<file path="src/hdl/sorted_alarm_timer_queue_macros.svh">
// Assertion macros shared by the sorted alarm timer queue RTL.
`ifndef SORTED_ALARM_TIMER_QUEUE_MACROS_SVH
`define SORTED_ALARM_TIMER_QUEUE_MACROS_SVH

// Property that must hold at every clock edge outside reset.
`define SAT_ASSERT(lbl, prop, msg) \
  lbl: assert property (@(posedge clk_i) disable iff (!rst_ni) (prop)) else $error(msg);

// Antecedent in one cycle implies consequent in the next.
`define SAT_ASSERT_NEXT(lbl, ante, cons, msg) \
  lbl: assert property (@(posedge clk_i) disable iff (!rst_ni) (ante) |=> (cons)) \
    else $error(msg);

`endif

</file>
<file path="src/hdl/sat_pkg.sv">
// Shared constants and types for the sorted alarm timer queue.
package sat_pkg;

  localparam int unsigned SAT_DEPTH     = 16;
  localparam int unsigned SAT_TIME_BITS = 32;
  localparam int unsigned ID_W          = 16;
  localparam int unsigned DELAY_W       = 16;
  localparam int unsigned KIND_W        = 3;
  localparam int unsigned ACTION_W      = 2;

  typedef enum logic [ACTION_W-1:0] {
    ACT_INSERT = 2'd0,
    ACT_CANCEL = 2'd1,
    ACT_TICK   = 2'd2
  } sat_action_e;

  typedef enum logic [KIND_W-1:0] {
    KIND_EXPIRED   = 3'd0,
    KIND_INSERTED  = 3'd1,
    KIND_FULL      = 3'd2,
    KIND_CANCELLED = 3'd3,
    KIND_NOT_FOUND = 3'd4
  } sat_kind_e;

  typedef enum logic {
    OP_ADD = 1'b0,
    OP_SUB = 1'b1
  } sat_op_e;

endpackage

</file>
<file path="src/hdl/sat_store.sv">
// Single-port-write, single-port-read alarm table memory with registered read.
module sat_store import sat_pkg::*; #(
  parameter int unsigned DEPTH     = SAT_DEPTH,
  parameter int unsigned TIME_BITS = SAT_TIME_BITS,
  localparam int unsigned AW       = $clog2(DEPTH)
) (
  input  logic                 clk_i,
  input  logic                 we_i,
  input  logic [AW-1:0]        waddr_i,
  input  logic [ID_W-1:0]      wid_i,
  input  logic [TIME_BITS-1:0] wexp_i,
  input  logic                 re_i,
  input  logic [AW-1:0]        raddr_i,
  output logic [ID_W-1:0]      rid_o,
  output logic [TIME_BITS-1:0] rexp_o
);

  logic [ID_W+TIME_BITS-1:0] mem_q [DEPTH];
  logic [ID_W+TIME_BITS-1:0] rdata_q;

  always_ff @(posedge clk_i) begin
    if (we_i) begin
      mem_q[waddr_i] <= {wid_i, wexp_i};
    end
    if (re_i) begin
      rdata_q <= mem_q[raddr_i];
    end
  end

  assign rid_o  = rdata_q[ID_W+TIME_BITS-1:TIME_BITS];
  assign rexp_o = rdata_q[TIME_BITS-1:0];

endmodule

</file>
<file path="src/hdl/sat_alu.sv">
// Shared add/subtract unit with wrap-safe order flag and id compare.
module sat_alu import sat_pkg::*; #(
  parameter int unsigned TIME_BITS = SAT_TIME_BITS
) (
  input  sat_op_e              op_i,
  input  logic [TIME_BITS-1:0] a_i,
  input  logic [TIME_BITS-1:0] b_i,
  input  logic [ID_W-1:0]      id_a_i,
  input  logic [ID_W-1:0]      id_b_i,
  output logic [TIME_BITS-1:0] res_o,
  output logic                 nonneg_o,  // a - b is not negative (b at or before a)
  output logic                 id_eq_o
);

  logic [TIME_BITS-1:0] b_eff;

  assign b_eff    = (op_i == OP_SUB) ? ~b_i : b_i;
  assign res_o    = a_i + b_eff + TIME_BITS'(op_i == OP_SUB);
  assign nonneg_o = ~res_o[TIME_BITS-1];
  assign id_eq_o  = (id_a_i == id_b_i);

endmodule

</file>
<file path="src/hdl/sorted_alarm_timer_queue.sv">
// Sorted alarm timer queue: sequencer, ring-ordered table and result register.
//
// Chan    Dir  Fields (low bit up)
// s_axis  in   tdata: msg_id[15:0] delay_seconds[31:16]; tuser: action[1:0]
// m_axis  out  tdata: msg_id_res[15:0]; tuser: kind[2:0]; tlast: last
//
// One request at a time: s_axis_tready is high only while the sequencer is idle.
// Insert scans for its position, then shifts the tail up and writes the new entry;
//   cancel scans for the id, then shifts later entries down; a refused insert goes straight
//   to the response; tick pops each expired head and stops at an unexpired head or empty table.
// Reset clears count, head and time; table contents are never read before written.
// A full result register stalls the sequencer only when a new result must be loaded.
`include "sorted_alarm_timer_queue_macros.svh"

module sorted_alarm_timer_queue import sat_pkg::*; #(
  parameter int unsigned DEPTH     = SAT_DEPTH,
  parameter int unsigned TIME_BITS = SAT_TIME_BITS
) (
  input  logic                clk_i,
  input  logic                rst_ni,
  input  logic                s_axis_tvalid,
  output logic                s_axis_tready,
  input  logic [31:0]         s_axis_tdata,   // msg_id[15:0], delay_seconds[31:16]
  input  logic [ACTION_W-1:0] s_axis_tuser,   // action[1:0]
  output logic                m_axis_tvalid,
  input  logic                m_axis_tready,
  output logic [ID_W-1:0]     m_axis_tdata,   // msg_id_res[15:0]
  output logic [KIND_W-1:0]   m_axis_tuser,   // kind[2:0]
  output logic                m_axis_tlast
);

  localparam int unsigned IDXW = $clog2(DEPTH);
  localparam int unsigned CNTW = $clog2(DEPTH + 1);
  localparam int unsigned SUMW = CNTW + 1;

  // Sequencer states.
  localparam logic [3:0] ST_IDLE         = 4'd0;
  localparam logic [3:0] ST_RESP         = 4'd1;
  localparam logic [3:0] ST_INS_SCAN_RD  = 4'd2;
  localparam logic [3:0] ST_INS_SCAN_EV  = 4'd3;
  localparam logic [3:0] ST_INS_SHIFT_RD = 4'd4;
  localparam logic [3:0] ST_INS_SHIFT_WR = 4'd5;
  localparam logic [3:0] ST_INS_PUT      = 4'd6;
  localparam logic [3:0] ST_CAN_SCAN_RD  = 4'd7;
  localparam logic [3:0] ST_CAN_SCAN_EV  = 4'd8;
  localparam logic [3:0] ST_CAN_SHIFT_RD = 4'd9;
  localparam logic [3:0] ST_CAN_SHIFT_WR = 4'd10;
  localparam logic [3:0] ST_TICK_RD      = 4'd11;
  localparam logic [3:0] ST_TICK_EV      = 4'd12;
  localparam logic [3:0] ST_TICK_END     = 4'd13;

  // Logical queue position to physical slot in the ring.
  function automatic logic [IDXW-1:0] slot_of(input logic [IDXW-1:0] head,
                                              input logic [CNTW-1:0] idx);
    logic [SUMW-1:0] sum;
    sum = SUMW'(head) + SUMW'(idx);
    if (sum >= SUMW'(DEPTH)) sum = sum - SUMW'(DEPTH);
    return sum[IDXW-1:0];
  endfunction

  // Control state.
  logic [3:0]           state_q, state_d;
  logic [CNTW-1:0]      count_q, count_d;
  logic [IDXW-1:0]      head_q, head_d;
  logic [TIME_BITS-1:0] now_q, now_d;
  logic                 pend_q, pend_d;
  logic                 out_valid_q, out_valid_d;

  // Working payload.
  logic [CNTW-1:0]      idx_q, idx_d;
  logic [CNTW-1:0]      pos_q, pos_d;
  logic [ID_W-1:0]      id_q, id_d;
  logic [TIME_BITS-1:0] exp_q, exp_d;
  sat_kind_e            res_kind_q, res_kind_d;
  logic [ID_W-1:0]      pend_id_q, pend_id_d;
  sat_kind_e            out_kind_q, out_kind_d;
  logic [ID_W-1:0]      out_id_q, out_id_d;
  logic                 out_last_q, out_last_d;

  // Table port.
  logic                 mem_we, mem_re;
  logic [CNTW-1:0]      rd_idx, wr_idx;
  logic [IDXW-1:0]      mem_waddr, mem_raddr;
  logic [ID_W-1:0]      mem_wid, mem_rid;
  logic [TIME_BITS-1:0] mem_wexp, mem_rexp;

  // Shared unit.
  sat_op_e              alu_op;
  logic [TIME_BITS-1:0] alu_a, alu_b, alu_res;
  logic                 alu_nonneg, alu_id_eq;

  // Result emission.
  logic                 emit;
  sat_kind_e            emit_kind;
  logic [ID_W-1:0]      emit_id;
  logic                 emit_last;
  logic                 can_emit;

  logic                 accept;
  sat_action_e          req_action;
  logic [ID_W-1:0]      req_id;
  logic [DELAY_W-1:0]   req_delay;

  assign s_axis_tready = (state_q == ST_IDLE);
  assign accept        = s_axis_tvalid && s_axis_tready;
  assign req_action    = sat_action_e'(s_axis_tuser);
  assign req_id        = s_axis_tdata[ID_W-1:0];
  assign req_delay     = s_axis_tdata[ID_W+DELAY_W-1:ID_W];
  assign can_emit      = !out_valid_q || m_axis_tready;

  assign mem_raddr = slot_of(head_q, rd_idx);
  assign mem_waddr = slot_of(head_q, wr_idx);

  sat_store #(
    .DEPTH     (DEPTH),
    .TIME_BITS (TIME_BITS)
  ) u_store (
    .clk_i   (clk_i),
    .we_i    (mem_we),
    .waddr_i (mem_waddr),
    .wid_i   (mem_wid),
    .wexp_i  (mem_wexp),
    .re_i    (mem_re),
    .raddr_i (mem_raddr),
    .rid_o   (mem_rid),
    .rexp_o  (mem_rexp)
  );

  sat_alu #(
    .TIME_BITS (TIME_BITS)
  ) u_alu (
    .op_i     (alu_op),
    .a_i      (alu_a),
    .b_i      (alu_b),
    .id_a_i   (mem_rid),
    .id_b_i   (id_q),
    .res_o    (alu_res),
    .nonneg_o (alu_nonneg),
    .id_eq_o  (alu_id_eq)
  );

  // Shared unit operand select: expiry or time update while idle, order test in insert scan and tick.
  always_comb begin
    alu_op = OP_ADD;
    alu_a  = now_q;
    alu_b  = (req_action == ACT_TICK) ? TIME_BITS'(1) : TIME_BITS'(req_delay);
    case (state_q)
      ST_INS_SCAN_EV: begin
        // new expiry at or before stored expiry
        alu_op = OP_SUB;
        alu_a  = mem_rexp;
        alu_b  = exp_q;
      end
      ST_TICK_EV: begin
        // head expiry at or before current time
        alu_op = OP_SUB;
        alu_a  = now_q;
        alu_b  = mem_rexp;
      end
      default: begin
      end
    endcase
  end

  // Sequencer.
  always_comb begin
    state_d    = state_q;
    count_d    = count_q;
    head_d     = head_q;
    now_d      = now_q;
    pend_d     = pend_q;
    idx_d      = idx_q;
    pos_d      = pos_q;
    id_d       = id_q;
    exp_d      = exp_q;
    res_kind_d = res_kind_q;
    pend_id_d  = pend_id_q;
    mem_we     = 1'b0;
    mem_re     = 1'b0;
    rd_idx     = idx_q;
    wr_idx     = idx_q;
    mem_wid    = mem_rid;
    mem_wexp   = mem_rexp;
    emit       = 1'b0;
    emit_kind  = res_kind_q;
    emit_id    = id_q;
    emit_last  = 1'b1;

    case (state_q)
      ST_IDLE: begin
        if (accept) begin
          id_d  = req_id;
          idx_d = '0;
          case (req_action)
            ACT_INSERT: begin
              exp_d = alu_res;
              if (count_q == CNTW'(DEPTH)) begin
                res_kind_d = KIND_FULL;
                state_d    = ST_RESP;
              end else begin
                state_d = ST_INS_SCAN_RD;
              end
            end
            ACT_CANCEL: state_d = ST_CAN_SCAN_RD;
            ACT_TICK: begin
              now_d   = alu_res;
              state_d = ST_TICK_RD;
            end
            default: state_d = ST_IDLE;  // unused code: dropped
          endcase
        end
      end

      ST_RESP: begin
        if (can_emit) begin
          emit    = 1'b1;
          state_d = ST_IDLE;
        end
      end

      // Insert: find first entry not earlier than the new one.
      ST_INS_SCAN_RD: begin
        if (idx_q == count_q) begin
          pos_d   = idx_q;
          idx_d   = count_q;
          state_d = ST_INS_SHIFT_RD;
        end else begin
          mem_re  = 1'b1;
          state_d = ST_INS_SCAN_EV;
        end
      end
      ST_INS_SCAN_EV: begin
        if (alu_nonneg) begin
          pos_d   = idx_q;
          idx_d   = count_q;
          state_d = ST_INS_SHIFT_RD;
        end else begin
          idx_d   = idx_q + CNTW'(1);
          state_d = ST_INS_SCAN_RD;
        end
      end
      // Open a hole at pos, moving the tail back one slot from the end.
      ST_INS_SHIFT_RD: begin
        if (idx_q == pos_q) begin
          state_d = ST_INS_PUT;
        end else begin
          mem_re  = 1'b1;
          rd_idx  = idx_q - CNTW'(1);
          state_d = ST_INS_SHIFT_WR;
        end
      end
      ST_INS_SHIFT_WR: begin
        mem_we  = 1'b1;
        idx_d   = idx_q - CNTW'(1);
        state_d = ST_INS_SHIFT_RD;
      end
      ST_INS_PUT: begin
        mem_we     = 1'b1;
        wr_idx     = pos_q;
        mem_wid    = id_q;
        mem_wexp   = exp_q;
        count_d    = count_q + CNTW'(1);
        res_kind_d = KIND_INSERTED;
        state_d    = ST_RESP;
      end

      // Cancel: first matching id, then close the gap.
      ST_CAN_SCAN_RD: begin
        if (idx_q == count_q) begin
          res_kind_d = KIND_NOT_FOUND;
          state_d    = ST_RESP;
        end else begin
          mem_re  = 1'b1;
          state_d = ST_CAN_SCAN_EV;
        end
      end
      ST_CAN_SCAN_EV: begin
        if (alu_id_eq) begin
          state_d = ST_CAN_SHIFT_RD;
        end else begin
          idx_d   = idx_q + CNTW'(1);
          state_d = ST_CAN_SCAN_RD;
        end
      end
      ST_CAN_SHIFT_RD: begin
        if (idx_q + CNTW'(1) == count_q) begin
          count_d    = count_q - CNTW'(1);
          res_kind_d = KIND_CANCELLED;
          state_d    = ST_RESP;
        end else begin
          mem_re  = 1'b1;
          rd_idx  = idx_q + CNTW'(1);
          state_d = ST_CAN_SHIFT_WR;
        end
      end
      ST_CAN_SHIFT_WR: begin
        mem_we  = 1'b1;
        idx_d   = idx_q + CNTW'(1);
        state_d = ST_CAN_SHIFT_RD;
      end

      // Tick: pop expired heads; one result is held back to set last.
      ST_TICK_RD: begin
        if (count_q == '0) begin
          state_d = ST_TICK_END;
        end else begin
          mem_re  = 1'b1;
          rd_idx  = '0;
          state_d = ST_TICK_EV;
        end
      end
      ST_TICK_EV: begin
        if (!alu_nonneg) begin
          state_d = ST_TICK_END;
        end else if (!pend_q || can_emit) begin
          emit      = pend_q;
          emit_kind = KIND_EXPIRED;
          emit_id   = pend_id_q;
          emit_last = 1'b0;
          pend_d    = 1'b1;
          pend_id_d = mem_rid;
          head_d    = (head_q == IDXW'(DEPTH - 1)) ? '0 : head_q + IDXW'(1);
          count_d   = count_q - CNTW'(1);
          state_d   = ST_TICK_RD;
        end
      end
      ST_TICK_END: begin
        if (!pend_q) begin
          state_d = ST_IDLE;
        end else if (can_emit) begin
          emit      = 1'b1;
          emit_kind = KIND_EXPIRED;
          emit_id   = pend_id_q;
          pend_d    = 1'b0;
          state_d   = ST_IDLE;
        end
      end

      default: state_d = ST_IDLE;
    endcase
  end

  // Result register.
  always_comb begin
    out_valid_d = out_valid_q && !m_axis_tready;
    out_kind_d  = out_kind_q;
    out_id_d    = out_id_q;
    out_last_d  = out_last_q;
    if (emit) begin
      out_valid_d = 1'b1;
      out_kind_d  = emit_kind;
      out_id_d    = emit_id;
      out_last_d  = emit_last;
    end
  end

  always_ff @(posedge clk_i or negedge rst_ni) begin
    if (!rst_ni) begin
      state_q     <= ST_IDLE;
      count_q     <= '0;
      head_q      <= '0;
      now_q       <= '0;
      pend_q      <= 1'b0;
      out_valid_q <= 1'b0;
    end else begin
      state_q     <= state_d;
      count_q     <= count_d;
      head_q      <= head_d;
      now_q       <= now_d;
      pend_q      <= pend_d;
      out_valid_q <= out_valid_d;
    end
  end

  always_ff @(posedge clk_i) begin
    idx_q      <= idx_d;
    pos_q      <= pos_d;
    id_q       <= id_d;
    exp_q      <= exp_d;
    res_kind_q <= res_kind_d;
    pend_id_q  <= pend_id_d;
    out_kind_q <= out_kind_d;
    out_id_q   <= out_id_d;
    out_last_q <= out_last_d;
  end

  assign m_axis_tvalid = out_valid_q;
  assign m_axis_tdata  = out_id_q;
  assign m_axis_tuser  = out_kind_q;
  assign m_axis_tlast  = out_last_q;

  // Checks.
  `SAT_ASSERT(a_count_in_range, count_q <= CNTW'(DEPTH), "entry count exceeds depth")
  `SAT_ASSERT_NEXT(a_put_grows, state_q == ST_INS_PUT, count_q == $past(count_q) + CNTW'(1), "insert did not grow count")
  `SAT_ASSERT(a_pend_in_tick, !pend_q || state_q == ST_TICK_RD || state_q == ST_TICK_EV || state_q == ST_TICK_END, "held expiry outside tick")
  `SAT_ASSERT_NEXT(a_full_refused, accept && req_action == ACT_INSERT && count_q == CNTW'(DEPTH), state_q == ST_RESP && res_kind_q == KIND_FULL, "full insert not refused")

endmodule
</file>
<file path="config.mk">
export PLATFORM = sky130hd
export DESIGN_NAME = sorted_alarm_timer_queue
export DESIGN_NICKNAME = d
export VERILOG_FILES = /design/src/hdl/sat_pkg.sv /design/src/hdl/sat_store.sv /design/src/hdl/sat_alu.sv /design/src/hdl/sorted_alarm_timer_queue.sv
export VERILOG_INCLUDE_DIRS = /design/src /design/src/hdl
export SDC_FILE = /design/constraint.sdc
export NUM_CORES = 1
export LEC_CHECK = 0
export ABC_AREA = 1
export BUFFER_PORTS_ARGS = -buffer_cell sky130_fd_sc_hd__buf_4
export CAP_MARGIN = 30
export CORE_MARGIN = 1.5
export CORE_UTILIZATION = 45
export CTS_CLUSTER_DIAMETER = 100
export CTS_CLUSTER_SIZE = 10
export DETAILED_ROUTE_END_ITERATION = 10
export PLACE_DENSITY = 0.6
export SYNTH_ARGS = -nofsm -noshare
export SYNTH_HDL_FRONTEND = slang
export SYNTH_SLANG_ARGS = --single-unit
</file>
<file path="constraint.sdc">
create_clock -name clk_i -period 9 [get_ports clk_i]
set_clock_uncertainty 0.1 [all_clocks]
set_input_delay 0.9 -clock clk_i [delete_from_list [all_inputs] [get_ports clk_i]]
set_output_delay 0.9 -clock clk_i [all_outputs]
set_load 0.005 [all_outputs]
</file>
==> results of run 1 <==
==> state kept, by name, indices dropped and copies added (netlist names) <==
signal and flops:
res_kind_q 3, id_q 16, m_axis_tdata 16, state_q 4, m_axis_tvalid 1, u_store.mem_q 768
m_axis_tuser 3, m_axis_tlast 1, now_q 32, exp_q 32, pend_q 1, idx_q 5
count_q 5, pos_q 5, u_store.rdata_q 48, head_q 4, pend_id_q 16
==> synth_stat cells, types with 6 or more instances <==
master / count / area (um^2)
o22ai_1: 97 / 607
xnor2_1: 21 / 184
xor2_1: 45 / 394
a21oi_1: 175 / 876
o21ai_0: 414 / 2070
nor3_1: 13 / 65.1
edfxtp_1: 913 / 27400
nand2_1: 856 / 3210
inv_2: 6 / 22.5
buf_1: 24 / 90.1
nand3_1: 120 / 601
inv_1: 153 / 574
buf_2: 10 / 50.1
nor4_1: 7 / 43.8
ha_1: 46 / 576
nand2_2: 9 / 56.3
clkbuf_1: 156 / 586
a221oi_1: 19 / 166
o21a_1: 6 / 45.0
nor2_1: 293 / 1100
buf_6: 6 / 67.6
a32o_1: 96 / 961
dfrtp_1: 47 / 1180
nand4_1: 16 / 100
a22oi_1: 6 / 45.0
nand3_2: 7 / 70.1
==> cells by family (layout without fill, tap and decap cells) <==
kind of cell             Yosys count  after routing  share of synthesized area [%]
AO/OA/AOI/OAI                    845            845                           12.0
adder cells (fa/ha/maj)           50             50                           1.57
buffers and inverters            362            466                           3.43
XOR/XNOR                          67             67                           1.42
flip-flops                       960            960                           68.5
AND/OR/NAND/NOR                 1346           1346                           13.1
==> path summary, 6_finish.rpt <==
path                            cells after the start                            end
min in group clk_i                                  1             id_q[15]$_DFFE_PP_
worst max register to register                     23  u_store.rdata_q[14]$_DFFE_PP_
worst min register to register                      2             pend_q$_DFFE_PN0P_
worst min-delay path                                1             pend_q$_DFFE_PN0P_
max in group asynchronous                           1          now_q[24]$_DFFE_PN0P_
worst max-delay path                               23  u_store.rdata_q[14]$_DFFE_PP_
==> final cells by class <==
cell class,instances,area share (%)
inverter,162,1.33
tap,1243,3.32
sequential,960,61.0
timing repair buffer,137,2.73
multi-input combinational,2308,25.4
clock buffer,162,6.15
clock inverter,5,0.149
==> worst register-to-register path: stages (launching register included) <==
cell,delay [ns]
edfxtp_1,0.52
inv_1,0.15
ha_1,0.39
inv_1,0.10
nand2_1,0.05
a21oi_1,0.17
nand3_2,0.11
nor2_4,0.16
nor2_4,0.08
nor2_4,0.10
nand2_2,0.07
inv_1,0.12
nand2_1,0.06
o21ai_0,0.13
ha_4,0.19
fa_4,0.97
inv_8,0.82
buf_12,0.70
o21ai_0,0.32
o22ai_1,0.16
nand2_1,0.07
o21ai_0,0.10
nand3_1,0.10
nand2_1,0.10
==> per-stage QoR <==
step                hold slack (ns)  area (um^2)  std cells  worst slack, ns
finish                        0.176        46900       4977             3.01
global route                  0.207        46900       4977             2.63
CTS                           0.171        46900       4976             3.10
detailed placement            0.358        43900       4809             3.17
global placement              0.355        43600       4798             3.31
floorplan                     0.328        41800       3630             3.85
==> metal layers <==
layer | track usage (%) | routed length [um] | vias to the layer above
li1 | - | - | 13100
met1 | 34.2 | 50000 | 14100
met2 | 37.9 | 52700 | 1071
met3 | 3.43 | 8310 | 165
met4 | 6.54 | 2520 | 0
met5 | 0 | 0 | -
==> results_dict.tcl, run 1 <==
set metrics [dict create \
    status "finished clean" \
    gp_congestion 0.901 \
    fin_crit_sh_pct 66.6 \
    synth_ff_type "edfxtp_1" \
    hold_viol 0 \
    required_ns 9.43 \
    cp_top_family "buffers and inverters" \
    syn_area_um2 41800 \
    route.antenna.remaining_nets 0 \
    cts_hold_buf 0 \
    first_pass_iters 9 \
    arrival_ns 6.43 \
    startpoint "idx_q[0]$_DFFE_PP_" \
    grt_pass1_wl_mm 169 \
    tns_ns 0 \
    die_y_um 308 \
    cp-start-kind "flop" \
    cts_buffer_depth 3 \
    fillCellCount 7939 \
    cts_tree "done" \
    setup_viol 0 \
    cts_resized 0 \
    htree_levels 3 \
    drv_slew 0 \
    core_area_um2 91800 \
    relSlewSlack_pct 31.1 \
    io_buffers 59 \
    io_pins 60 \
    drive_above_1_share_pct 8.44 \
    cp-end-kind "flop" \
    worstMarginPinSlew_ns 1.03 \
    cts_inserted_buffers 105 \
    critPathBufInv 5 \
    maxCapViolCount 0 \
    rr_startpoint "idx_q[0]$_DFFE_PP_" \
    min_path_type "in2async" \
    fin_nets 3762 \
    rsz0062_at_grt "false" \
    cts.sinks 960 \
    drt_iter0_drc 3231 \
    route.detailed.drc 0 \
    rows 111 \
    max_stage_delay_ns 0.97 \
    ys_ff_latch 960 \
    wl_per_cell_um 22.8 \
    antenna_found_initial 0 \
    clk_latency_ns 0.69 \
    fin_util_pct 51.1 \
    critPathSlowestCell "fa_4" \
    cts.clk_slew.worst_paths_ns 0.07 \
    dpl.hpwl_mm 61.8 \
    vias 28400 \
    path_max_fanout 161 \
    post_cts_buffers 0 \
    cts_root_buffer "clkbuf_16" \
    track_usage_pct 23.8 \
    period_needed_ns 5.99 \
    area_delta_synth_final_pct 12.3 \
    crit_top_cell "nand2_1" \
    yosysWarnings 0 \
    async_flop_share_pct 4.90 \
    grt_pass1_vias 26700 \
    synthDistinctLibCells 56 \
    path_cells "inv_1 > ha_1 > inv_1 > nand2_1 > a21oi_1 > nand3_2 > nor2_4 > nor2_4 > nor2_4 > nand2_2 > inv_1 > nand2_1 > o21ai_0 > ha_4 > fa_4 > inv_8 > buf_12 > o21ai_0 > o22ai_1 > nand2_1 > o21ai_0 > nand3_1 > nand2_1" \
    start_util_pct 45.5 \
    fmax_mhz 167 \
    ys_seq_area_share_pct 68.5 \
    syn_nets 3718 \
    num_antenna_cells 0 \
    synth_edf_count 913 \
    r2r_slack_ns 3.01 \
    final_cell_mix "edfxtp_1 (913), nand2_1 (854), o21ai_0 (413)" \
    avgSynthCellArea_um2 11.5 \
    routed_via_density 5.71 \
    dieWidth_um 308 \
    syn-instance-count 3630 \
    grt_start_max_net_pins 193 \
    regArea_um2 28600 \
    worstSetupPathType "reg2reg" \
    grt-ovfl-total 0 \
    wirelength_mm 114 \
    final_common_cell "edfxtp_1" \
    die_area_um2 94600 \
    multiInputGateArea_um2 11900 \
]
Power of run 1 is left out: the tool's default activity adds up to more than one toggle a clock period on the data nets, which glitch-free logic cannot reach.
==> inputs of run 2 (changes only) <==
- clock period: 9 -> 5.95 ns (I/O delays scaled with it)
==> run 2 against run 1 <==
Sequential share of layout area down 0.60 points. Core utilization grew 0.51 points. Flip-flop and latch count unchanged. First-iteration DRC count decreased by 8.9%. Count of clock-buffer cells in the layout decreased by 3. Critical endpoint is now u_store.rdata_q[11]$_DFFE_PP_. Register-to-register slack lost 2.1 ns. Worst setup slack worse by 2.1 ns. Maximum frequency increased by 20%. Worst hold slack improved by 0.028 ns. Global-route usage is essentially flat.
==> results_dict.tcl, run 2 (synthesis results as in run 1) <==
set metrics [dict create \
    drive_above_1_share_pct 8.79 \
    fin_hold_ws_ns 0.204 \
    dieWidth_um 308 \
    hold_viol 0 \
    route.detailed.drc 0 \
    fillCellCount 7969 \
    required_ns 6.39 \
    cts_buffer_depth 3 \
    start_util_pct 45.5 \
    cp-start-kind "flop" \
    io_buffers 59 \
    drt_iter0_drc 2944 \
    use_met3_pct 3.43 \
    gp_congestion 0.920 \
    final_cells 5007 \
    relSlewSlack_pct 28.7 \
    cts_tree "done" \
    grt_pass1_vias 27100 \
    track_usage_pct 23.8 \
    area_delta_synth_final_pct 13.5 \
    wl_per_cell_um 22.6 \
    cts_inserted_buffers 105 \
    met1_usage_pct 33.4 \
    first_pass_iters 5 \
    worstMarginPinSlew_ns 1.07 \
    final_cell_mix "edfxtp_1 (913), nand2_1 (854), o21ai_0 (412)" \
    fin_nets 3795 \
    fmax_mhz 200 \
    period_needed_ns 5.00 \
    route.antenna.remaining_nets 0 \
    busiest_layer "met2" \
    min_path_type "in2reg" \
    maxCapViolCount 0 \
    rsz0062_at_grt "false" \
    path_max_fanout 79 \
    htree_levels 3 \
    drv_slew 0 \
    cts_root_buffer "clkbuf_16" \
    core_area_um2 91800 \
    num_antenna_cells 0 \
    cts.sinks 960 \
    io_pins 60 \
    clk_latency_ns 0.70 \
    setup_viol 0 \
    status "finished clean" \
    rows 111 \
    die_y_um 308 \
    worstSetupPathType "reg2reg" \
    vias 28500 \
    largest_reg_flops 768 \
    post_cts_buffers 0 \
    grtUsageMet2_pct 37.5 \
    grt-ovfl-total 0 \
    routed_via_density 5.70 \
    arrival_ns 5.44 \
    antenna_found_initial 1 \
    wirelength_mm 113 \
    cts.clk_slew.worst_paths_ns 0.06 \
    cp-end-kind "flop" \
    grt_start_max_net_pins 141 \
    fin_crit_sh_pct 84.0 \
    tns_ns 0 \
    dpl.hpwl_mm 61.8 \
    grt_pass1_wl_mm 169 \
    biggestRegsByFlops "u_store.mem_q: 768 flops, u_store.rdata_q: 48 flops" \
    top_register "u_store.mem_q" \
    final_common_cell "edfxtp_1" \
    die_area_um2 94600 \
    dp_cells 4824 \
]
==> run 2: cell count changes in the layout (fill, tap and decap cells not counted), sizes merged <==
| cell | before | now |
|---|---|---|
| buf | 137 | 153 |
| clkinv | 4 | 5 |
| clkbuf | 162 | 159 |
| inv | 163 | 162 |
| dlygate4sd3 | 0 | 17 |
==> run 2: what timing repair did <==
action                                 in CTS  in global routing
hold buffers                               17                  0
resized for setup                           0                  0
endpoints found under the hold margin      63                  0
==> run 2: final timing paths <==
check / start / slack, ns / endpoint / cells after the start
min in group asynchronous: rst_ni / 0.41 / m_axis_tvalid$_DFF_PN0_ / 2
min: s_axis_tvalid / 0.20 / state_q[3]$_DFFE_PN0P_ / 3
max: idx_q[0]$_DFFE_PP_ / 0.95 / u_store.rdata_q[11]$_DFFE_PP_ / 22
max reg2reg: idx_q[0]$_DFFE_PP_ / 0.95 / u_store.rdata_q[11]$_DFFE_PP_ / 22
max in group asynchronous: rst_ni / 4.74 / now_q[23]$_DFFE_PN0P_ / 2
min reg2reg: pend_q$_DFFE_PN0P_ / 0.38 / pend_q$_DFFE_PN0P_ / 2
==> run 2: per-layer routing <==
layer,vias to the layer above,part of all wire [%]
met5,-,0
met4,0,3.4
met3,207,7.7
met2,1088,46
met1,14100,43
li1,13200,-
==> run 2: per-stage QoR <==
stage                     utilization, %  setup WS [ns]  instance area, um^2
after global placement              48.0           1.14                44100
after detailed placement            48.1           1.04                44200
final                               51.6          0.949                47400
after CTS                           51.5           1.02                47300
after global routing                51.6          0.611                47400
after floorplan                        -          0.797                41800
==> run 2: worst max-delay path: stages (launching register included) <==
cell,delay [ns]
edfxtp_1,0.53
inv_1,0.15
ha_1,0.38
inv_1,0.10
nand2_1,0.05
a21oi_1,0.17
nand3_2,0.11
nor2_4,0.15
nor2_4,0.08
nor2_4,0.10
nand2_2,0.07
inv_1,0.11
nand2_1,0.06
o21ai_0,0.18
ha_4,0.21
fa_4,0.68
inv_8,0.39
buf_4,0.43
a21oi_1,0.08
a32o_1,0.23
o21ai_0,0.14
nand3_1,0.09
nand2_1,0.14
==> run 2: layout make-up <==
type	instances	area (um^2)	share of cell area (%)
flip-flops and latches	960	28600	60.4
multi-input cells	2308	11900	25.1
clock buffers	159	2870	6.06
repair buffers	170	1710	3.61
well taps	1243	1560	3.28
inverters	162	623	1.32
clock inverters	5	116	0.246
Power of run 2 is left out for the same reason.
